## src/rtl/bsis_pkg.sv

```systemverilog
// ----------------------------------------------------------------------------
// bsis_pkg
// Shared types and constants of the barometer I2C sequencer.
// ----------------------------------------------------------------------------
package bsis_pkg;

  typedef enum logic [2:0] {
    REQ_TICK  = 3'd0,
    REQ_CHECK = 3'd1,
    REQ_RESET = 3'd2,
    REQ_CONV  = 3'd3,
    REQ_RDREG = 3'd4,
    REQ_WRREG = 3'd5,
    REQ_RDDAT = 3'd6,
    REQ_NONE  = 3'd7
  } req_t;

  typedef enum logic [3:0] {
    SEG_END   = 4'd0,
    SEG_START = 4'd1,
    SEG_STOP  = 4'd2,
    SEG_SENDW = 4'd3,
    SEG_SENDR = 4'd4,
    SEG_SENDC = 4'd5,
    SEG_SENDV = 4'd6,
    SEG_SENDD = 4'd7,
    SEG_WAIT  = 4'd8,
    SEG_READ  = 4'd9,
    SEG_ACK   = 4'd10,
    SEG_NACK  = 4'd11
  } seg_t;

  localparam logic        CFG_IDX_ADDR = 1'b0;
  localparam logic        CFG_IDX_CONV = 1'b1;
  localparam logic [6:0]  ADDR_RESET   = 7'd118;
  localparam logic [7:0]  CONV_RESET   = 8'h40;
  localparam logic [7:0]  CMD_RESET    = 8'h06;
  localparam logic [7:0]  CMD_RDREG    = 8'h80;
  localparam logic [7:0]  CMD_WRREG    = 8'hC0;

  typedef struct packed {
    logic [2:0] req_type;
    logic [7:0] dev_address;
    logic [5:0] sensor_reg;
    logic [7:0] reg_value;
    logic       sda_in;
  } in_item_t;

  typedef struct packed {
    logic               scl_out;
    logic               sda_out;
    logic               busy_res;
    logic               done_res;
    logic [3:0]         status;
    logic [7:0]         read_byte;
    logic               value_valid;
    logic [1:0]         value_kind;
    logic signed [19:0] value_data;
  } out_item_t;

  // Bus segment at position p of the plan of an operation.
  function automatic seg_t plan_seg(input logic [2:0] op, input logic [5:0] p);
    seg_t s;
    s = SEG_END;
    case (op)
      REQ_CHECK: begin
        case (p)
          6'd0: s = SEG_STOP;
          6'd1: s = SEG_START;
          6'd2: s = SEG_SENDD;
          6'd3: s = SEG_WAIT;
          6'd4: s = SEG_STOP;
          default: s = SEG_END;
        endcase
      end
      REQ_RESET, REQ_CONV: begin
        case (p)
          6'd0: s = SEG_START;
          6'd1: s = SEG_SENDW;
          6'd2: s = SEG_WAIT;
          6'd3: s = SEG_SENDC;
          6'd4: s = SEG_WAIT;
          6'd5: s = SEG_STOP;
          default: s = SEG_END;
        endcase
      end
      REQ_RDREG: begin
        case (p)
          6'd0: s = SEG_START;
          6'd1: s = SEG_SENDW;
          6'd2: s = SEG_WAIT;
          6'd3: s = SEG_SENDC;
          6'd4: s = SEG_WAIT;
          6'd5: s = SEG_STOP;
          6'd6: s = SEG_START;
          6'd7: s = SEG_SENDR;
          6'd8: s = SEG_WAIT;
          6'd9: s = SEG_READ;
          6'd10: s = SEG_NACK;
          6'd11: s = SEG_STOP;
          default: s = SEG_END;
        endcase
      end
      REQ_WRREG: begin
        case (p)
          6'd0: s = SEG_START;
          6'd1: s = SEG_SENDW;
          6'd2: s = SEG_WAIT;
          6'd3: s = SEG_SENDC;
          6'd4: s = SEG_WAIT;
          6'd5: s = SEG_SENDV;
          6'd6: s = SEG_WAIT;
          6'd7: s = SEG_STOP;
          default: s = SEG_END;
        endcase
      end
      REQ_RDDAT: begin
        case (p)
          6'd0: s = SEG_START;
          6'd1: s = SEG_SENDW;
          6'd2: s = SEG_WAIT;
          6'd3: s = SEG_SENDC;
          6'd4: s = SEG_WAIT;
          6'd5: s = SEG_STOP;
          6'd6: s = SEG_START;
          6'd7: s = SEG_SENDR;
          6'd8: s = SEG_WAIT;
          6'd9: s = SEG_READ;
          6'd10: s = SEG_ACK;
          6'd11: s = SEG_READ;
          6'd12: s = SEG_ACK;
          6'd13: s = SEG_READ;
          6'd14: s = SEG_NACK;
          6'd15: s = SEG_STOP;
          default: s = SEG_END;
        endcase
      end
      default: s = SEG_END;
    endcase
    return s;
  endfunction

  function automatic logic [7:0] meas_cmd(input logic [1:0] idx);
    logic [7:0] c;
    case (idx)
      2'd0: c = 8'h30;
      2'd1: c = 8'h32;
      default: c = 8'h31;
    endcase
    return c;
  endfunction

endpackage

```

## src/rtl/bsis_core.sv

```systemverilog
// ----------------------------------------------------------------------------
// bsis_core
// Sequencer state and one bus phase of work per accepted item.
// ----------------------------------------------------------------------------
module bsis_core import bsis_pkg::*; (
  input  logic       clk,
  input  logic       rst_n,
  input  logic       step,
  input  in_item_t   item,
  input  logic [6:0] sensor_address,
  input  logic [7:0] conv_command,
  output out_item_t  res
);

  logic [5:0]  phase_r, phase_nxt;
  logic [3:0]  bit_count_r, bit_count_nxt;
  logic [7:0]  shift_reg_r, shift_reg_nxt;
  logic [1:0]  meas_index_r, meas_index_nxt;
  logic [23:0] sample_buf_r, sample_buf_nxt;
  logic [2:0]  op_r, op_nxt;
  logic        scl_r, scl_nxt, sda_r, sda_nxt;
  logic [15:0] args_r, args_nxt;
  logic [1:0]  sub_r, sub_nxt;
  logic        ackh_r, ackh_nxt;
  logic [3:0]  ackn_r, ackn_nxt;

  // working copies after a possible command load
  logic [2:0]  op;
  logic [15:0] args;
  logic [5:0]  ph;
  logic [1:0]  sub;
  logic [3:0]  bc;
  logic [1:0]  mi;
  logic        ah;
  logic [3:0]  an;
  seg_t        seg, seg_next;
  logic [7:0]  sbyte;
  logic [3:0]  bc_inc;
  logic        scl, sda, fin, early;
  logic [7:0]  sr_shift;
  logic [23:0] sb_shift;
  logic [3:0]  an_inc;

  always_comb begin
    logic load;
    load = (op_r == 3'd0) && (item.req_type != REQ_TICK) && (item.req_type != REQ_NONE);
    op   = load ? item.req_type : op_r;
    args = load ? ((item.req_type == REQ_CHECK) ? {8'd0, item.dev_address}
                                                : {2'd0, item.sensor_reg, item.reg_value})
                : args_r;
    ph   = load ? 6'd0 : phase_r;
    sub  = load ? 2'd0 : sub_r;
    bc   = load ? 4'd0 : bit_count_r;
    mi   = load ? 2'd0 : meas_index_r;
    ah   = load ? 1'b0 : ackh_r;
    an   = load ? 4'd0 : ackn_r;
  end

  always_comb begin
    seg = plan_seg(op, ph);
    case (seg)
      SEG_SENDW: sbyte = {sensor_address, 1'b0};
      SEG_SENDR: sbyte = {sensor_address, 1'b1};
      SEG_SENDV, SEG_SENDD: sbyte = args[7:0];
      default: begin
        case (op)
          REQ_RESET: sbyte = CMD_RESET;
          REQ_CONV:  sbyte = conv_command;
          REQ_RDREG: sbyte = CMD_RDREG | {2'd0, args[13:8]};
          REQ_WRREG: sbyte = CMD_WRREG | {2'd0, args[13:8]};
          default:   sbyte = meas_cmd(mi);
        endcase
      end
    endcase
    bc_inc   = bc + 4'd1;
    sr_shift = {shift_reg_r[6:0], item.sda_in};
    sb_shift = {sample_buf_r[15:0], shift_reg_r};
    an_inc   = an + 4'd1;
    seg_next = plan_seg(op, ph + 6'd1);
  end

  always_comb begin
    phase_nxt = ph; bit_count_nxt = bc; shift_reg_nxt = shift_reg_r;
    meas_index_nxt = mi; sample_buf_nxt = sample_buf_r; op_nxt = op;
    scl_nxt = scl_r; sda_nxt = sda_r; args_nxt = args; sub_nxt = sub;
    ackh_nxt = ah; ackn_nxt = an;
    res = '0;
    res.scl_out = scl_r;
    res.sda_out = sda_r;
    scl = 1'b0; sda = 1'b1; fin = 1'b0; early = 1'b0;
    if (op != 3'd0) begin
      case (seg)
        SEG_START: begin
          scl = (sub < 2'd2); sda = (sub == 2'd0); fin = (sub >= 2'd2);
        end
        SEG_STOP: begin
          scl = 1'b1; sda = (sub != 2'd0); fin = (sub >= 2'd1);
        end
        SEG_SENDW, SEG_SENDR, SEG_SENDC, SEG_SENDV, SEG_SENDD: begin
          scl = (sub == 2'd1);
          sda = (sub >= 2'd2 && bc >= 4'd7) ? 1'b1 : sbyte[3'd7 - bc[2:0]];
          if (sub >= 2'd2) begin
            bit_count_nxt = bc_inc;
            fin = bc_inc >= 4'd8;
            early = !fin;
          end
        end
        SEG_WAIT: begin
          scl = (sub == 2'd1);
          if (sub == 2'd1) ackh_nxt = item.sda_in;
          fin = (sub >= 2'd2);
        end
        SEG_READ: begin
          scl = (sub == 2'd0);
          if (sub == 2'd0) begin
            shift_reg_nxt = sr_shift;
          end else begin
            bit_count_nxt = bc_inc;
            fin = bc_inc >= 4'd8;
            early = !fin;
            if (fin) sample_buf_nxt = sb_shift;
          end
        end
        SEG_ACK: begin
          scl = (sub == 2'd1); sda = 1'b0; fin = (sub >= 2'd2);
        end
        SEG_NACK: begin
          scl = (sub == 2'd1); fin = (sub >= 2'd2);
        end
        default: ;
      endcase
      if (seg == SEG_END) begin
        // plan exhausted without a finishing phase: drop back to idle
        op_nxt = 3'd0; phase_nxt = '0; sub_nxt = '0; bit_count_nxt = '0;
      end else begin
        scl_nxt = scl; sda_nxt = sda;
        res.scl_out = scl; res.sda_out = sda; res.busy_res = 1'b1;
        if (early) begin
          sub_nxt = 2'd0;
        end else if (!fin) begin
          sub_nxt = sub + 2'd1;
        end else begin
          sub_nxt = 2'd0; bit_count_nxt = 4'd0;
          if (seg == SEG_WAIT) ackn_nxt = an_inc;
          if (seg == SEG_WAIT && ackh_nxt && op != REQ_CHECK) begin
            res.done_res = 1'b1; res.status = an_inc;
            op_nxt = 3'd0; phase_nxt = '0;
          end else begin
            phase_nxt = ph + 6'd1;
            if (seg_next == SEG_END) begin
              if (op == REQ_RDDAT) begin
                res.value_valid = 1'b1;
                res.value_kind  = mi;
                res.value_data  = sample_buf_nxt[19:0];
              end
              if (op == REQ_RDDAT && mi < 2'd2) begin
                meas_index_nxt = mi + 2'd1;
                phase_nxt = 6'd0;
              end else begin
                res.done_res = 1'b1;
                if (op == REQ_CHECK) res.status = {3'd0, ackh_nxt};
                if (op == REQ_RDREG) res.read_byte = shift_reg_nxt;
                op_nxt = 3'd0; phase_nxt = '0;
              end
            end
          end
        end
      end
    end
  end

  always_ff @(posedge clk) begin
    if (!rst_n) begin
      phase_r <= '0; bit_count_r <= '0; shift_reg_r <= '0; meas_index_r <= '0;
      sample_buf_r <= '0; op_r <= '0; scl_r <= 1'b1; sda_r <= 1'b1;
      args_r <= '0; sub_r <= '0; ackh_r <= 1'b0; ackn_r <= '0;
    end else if (step) begin
      phase_r <= phase_nxt; bit_count_r <= bit_count_nxt;
      shift_reg_r <= shift_reg_nxt; meas_index_r <= meas_index_nxt;
      sample_buf_r <= sample_buf_nxt; op_r <= op_nxt;
      scl_r <= scl_nxt; sda_r <= sda_nxt; args_r <= args_nxt;
      sub_r <= sub_nxt; ackh_r <= ackh_nxt; ackn_r <= ackn_nxt;
    end
  end

endmodule

```

## src/rtl/baro_sensor_i2c_sequencer_top.sv

```systemverilog
// ----------------------------------------------------------------------------
// baro_sensor_i2c_sequencer_top
// Bit-level I2C master for barometer transactions, one bus phase per item.
// ----------------------------------------------------------------------------
// Result: the result of an item is registered and appears in the cycle after it is accepted.
// Throughput: one item per cycle while not stalled; the sequencer state update
//   is a single register step, and the output register is refilled as it drains.
// Reset: synchronous, active low; lines released, sequencer idle, config
//   registers back to address 118 and conversion command 0x40.
module baro_sensor_i2c_sequencer_top import bsis_pkg::*; (
  input  logic      clk,
  input  logic      rst_n,
  input  logic      in_valid,
  output logic      in_stall,
  input  in_item_t  in_data,
  output logic      out_valid,
  input  logic      out_stall,
  output out_item_t out_data,
  input  logic      cfg_valid,
  output logic      cfg_ready,
  input  logic      cfg_index,
  input  logic [7:0] cfg_data
);

  logic [6:0] addr_r;
  logic [7:0] conv_r;
  logic       step;
  out_item_t  res;
  logic       out_valid_r;
  out_item_t  out_data_r;

  // Take an item whenever the result register is empty or drains this cycle.
  assign in_stall  = out_valid_r && out_stall;
  assign step      = in_valid && !in_stall;
  assign cfg_ready = 1'b1;
  assign out_valid = out_valid_r;
  assign out_data  = out_data_r;

  // Configuration writes; indexes past the list are absorbed by width.
  always_ff @(posedge clk) begin
    if (!rst_n) begin
      addr_r <= ADDR_RESET;
      conv_r <= CONV_RESET;
    end else if (cfg_valid) begin
      if (cfg_index == CFG_IDX_ADDR) addr_r <= cfg_data[6:0];
      if (cfg_index == CFG_IDX_CONV) conv_r <= cfg_data;
    end
  end

  bsis_core u_core (
    .clk            (clk),
    .rst_n          (rst_n),
    .step           (step),
    .item           (in_data),
    .sensor_address (addr_r),
    .conv_command   (conv_r),
    .res            (res)
  );

  // Result register: load on each accepted item, hold while stalled.
  always_ff @(posedge clk) begin
    if (!rst_n) begin
      out_valid_r <= 1'b0;
    end else if (step) begin
      out_valid_r <= 1'b1;
    end else if (!out_stall) begin
      out_valid_r <= 1'b0;
    end
  end

  always_ff @(posedge clk) begin
    if (step) out_data_r <= res;
  end

endmodule

```

## config.mk

```make
export PLATFORM = sky130hd
export DESIGN_NAME = baro_sensor_i2c_sequencer_top
export DESIGN_NICKNAME = d
export VERILOG_FILES = /design/src/rtl/bsis_pkg.sv /design/src/rtl/bsis_core.sv /design/src/rtl/baro_sensor_i2c_sequencer_top.sv
export SDC_FILE = /design/constraint.sdc
export NUM_CORES = 1
export LEC_CHECK = 0
export BUFFER_PORTS_ARGS = -buffer_cell sky130_fd_sc_hd__buf_4
export CORE_MARGIN = 2
export CORE_UTILIZATION = 45
export DETAILED_ROUTE_END_ITERATION = 6
export GPL_ROUTABILITY_DRIVEN = 0
export PLACE_DENSITY = 0.67
export SLEW_MARGIN = 20
export SYNTH_ARGS = -nofsm -noshare
export SYNTH_HDL_FRONTEND = slang
export SYNTH_SLANG_ARGS = --single-unit
```

## constraint.sdc

```tcl
create_clock -name clk -period 6.85 [get_ports clk]
set_input_delay 1.0275 -clock clk [delete_from_list [all_inputs] [get_ports clk]]
set_output_delay 1.0275 -clock clk [all_outputs]
set_load 0.1 [all_outputs]
```

==> out/results.tsv <==
metric	value	unit
largest buffer count on any clock path	2	
crit path time final	5.19	ns
row cnt	45	
Critical Path AT	5.36	ns
Post-Layout Cell Count	1117	
effective utilization at floorplan	46.1	%
Pwr Density	256	mW/mm^2
Vias	6577	
Wirelength per Cell	17.0	um
first-pass GRT wire length	30.3	mm
clock power share	42.8	%
area delta synth->final	18.4	%
Horiz. Die Dim	129	um
Max stage delay on crit path	0.89	ns
slowest CP cell	o32ai_2	
Post-DP Area	0.00769	mm^2
largest net degree at the start of global routing	68	
ys flop type	dfxtp_1	
antenna violations before repair	0	
core area	0.0152	mm^2
area share of the largest cell type after synthesis	23.4	%
setup bufs post-CTS	0	
CP Cell Sequence	buf_4, nor3_1, nor3_2, buf_4, nor2_1, ha_1, inv_1, o22ai_1, a221oi_1, o32ai_2, a22oi_1, a221oi_1, nand2_1, a221oi_1, o311a_1, nor2_1	
most frequent cell after synthesis	nand2_1	
yosys warns	0	
Comb power frac	20.1	%
TritonCTS clock tree	yes	
setup_tns	0	ns
# IOs	82	
grt total ovfl	0	
crit-path max FO	24	
routed wire length	19.0	mm
Inst Count DP	1085	
Fin. Hold Viols	0	
Switching Fraction	32.0	%
RSZ-0062 raised after global routing	no	
Least-Margin Pin Slew	0.988	ns
H-tree levels	4	
EDFF count, synth	39	
antenna diode count	0	
synthesized area per cell	8.11	um^2
drc violations	0	
Final Max Tran Viols	0	
clock tree sinks	121	
slew margin rel.	34.1	%
cell count after synthesis	863	
status	finished, final reports clean	
Clk Tree Root Cell	clkbuf_16	
fin crit share	75.7	%
ranking of synthesized cells by area	dfxtp_1, edfxtp_1, nand2_1	
area of the mapped netlist	0.00700	mm^2
Max rail drop VDD	0.000186	V
max-cap violations	0	
CP required	7.02	ns
Synthesized Nets	915	
clk_skew	0.0140	ns
Unique masters post-synth	75	
share of cells above drive strength 1	15.6	%
Int Pwr	1.44	mW
full die area	0.0166	mm^2
CTS hold repair buffers	0	
Final ANT Viol Nets	0	
top post-synthesis cells by count	nand2_1, nor2_1, dfxtp_1	
Finished Cell Area	0.00829	mm^2
sequential power share	37.1	%
worst skew pair latency	0.42	ns
Power Total	2.12	mW
FFs w/ async S/R, synth	0	%
Fmax achieved	193	MHz
Setup CP Type	input port to register	
CP Launch Type	input port	
clock slew seen by the registers of the worst setup and hold paths	0.06	ns
Worst setup EP type	register	
register area share after synthesis	40.2	%
Synth area leader	dfxtp_1	
GR Util All Layers	23.1	%
CTS Buf Count	17	
Vias/cell	5.89	
Port Buffers	80	
Psw	0.680	mW
hold crit path type	register to register	
most frequent cell on the critical path	a221oi_1	
vias in the first global route	5841	
Setup-failing EPs final	0	
Iteration-0 DRC Markers	703	
Die Span Y	129	um
post-cts resize count	0	
DRT Pass-1 Iters	5	
number of synthesized register bits	121	
LEAKAGE	3.19	nW
Nets	968	
dpl hpwl	13.2	mm
[cell usage in the layout (no fill, tap or decap), types with 6 or more instances in the layout]
master,synthesis,layout
a211oi_1,13,13
a21oi_1,76,76
a31oi_1,16,16
and2_1,8,8
and3_1,6,6
buf_4,1,93
clkbuf_16,0,17
dfxtp_1,82,82
edfxtp_1,39,39
ha_1,12,12
inv_1,24,22
mux2i_1,45,45
nand2_1,143,143
nand3_1,50,50
nor2_1,98,98
nor3_1,12,12
o211ai_1,10,10
o21ai_0,39,39
o22ai_1,6,6
[routing by layer]
metal | GRT usage (%) | routed length, um | vias up
li1 | - | - | 3238
met1 | 32.5 | 8750 | 3019
met2 | 35.2 | 8430 | 285
met3 | 5.07 | 1440 | 35
met4 | 7.67 | 358 | 0
met5 | 0 | 0 | -
[sequential cells by signal, indices dropped and copies added, names as in the netlist]
register,flops
u_core.args_r,14
u_core.phase_r,6
u_core.sample_buf_r,20
u_core.bit_count_r,4
u_core.ackh_r,1
conv_r,8
out_data,39
u_core.sub_r,2
u_core.ackn_r,4
u_core.sda_r,1
u_core.op_r,3
u_core.meas_index_r,2
u_core.shift_reg_r,8
out_valid,1
addr_r,7
u_core.scl_r,1
[path summary, 6_finish.rpt]
| check | to | startpoint | cells past startpoint | slack [ns] |
|---|---|---|---|---|
| setup / recovery | out_data[37]$_DFFE_PP_ | in_data[23] | 16 | 1.66 |
| setup reg to reg | out_data[23]$_SDFFCE_PP0P_ | u_core.op_r[0]$_SDFFE_PN0P_ | 15 | 1.75 |
| hold / removal | u_core.args_r[9]$_SDFFE_PN0P_ | u_core.args_r[9]$_SDFFE_PN0P_ | 2 | 0.46 |
| hold reg to reg | u_core.args_r[9]$_SDFFE_PN0P_ | u_core.args_r[9]$_SDFFE_PN0P_ | 2 | 0.46 |
[layout make-up]
cell class / count / area [um^2]
inverters: 24 / 90.1
multi-input cells: 659 / 3850
clock inverters: 14 / 164
fillers: 1446 / 6910
repair buffers: 93 / 698
flip-flops and latches: 121 / 2810
well taps: 188 / 235
clock buffers: 18 / 439
[power by group through the flow]
stage / Sequential [mW] / Combinational (mW) / Clock, mW
CTS: 0.789 / 0.422 / 0.915
global route: 0.792 / 0.459 / 0.950
floorplan: 0.899 / 0.213 / 0
finish: 0.789 / 0.427 / 0.908
global placement: 0.804 / 0.420 / 0
detailed placement: 0.804 / 0.420 / 0
[cell families (layout without fill, tap and decap cells)]
group,after synthesis,in the layout,share of synthesized area [%]
xor+xnor,6,6,0.751
buf+inv,83,149,4.97
other cells,1,1,0.0535
mux,47,47,6.75
flops,121,121,40.2
fa+ha+maj,12,12,2.14
simple gates,358,358,23.2
compound gates,235,235,21.9
[per-stage QoR]
step / setup slack [ns] / hold WS [ns] / utilization [%]
floorplan: 1.37 / 0.432 / -
global placement: 1.45 / 0.444 / 50.6
detailed placement: 1.36 / 0.447 / 50.6
CTS: 1.76 / 0.455 / 54.5
global route: 1.27 / 0.486 / 54.5
finish: 1.66 / 0.455 / 54.5
[worst max-delay path, delay by kind of cell]
| family | cells | cell delay, ns |
|---|---|---|
| adders and majority gates | 1 | 0.38 |
| buffers and inverters | 3 | 0.47 |
| and+or+nand+nor | 5 | 0.97 |
| AOI/OAI and AO/OA | 7 | 2.50 |
Power figures use the tool's default switching activity.
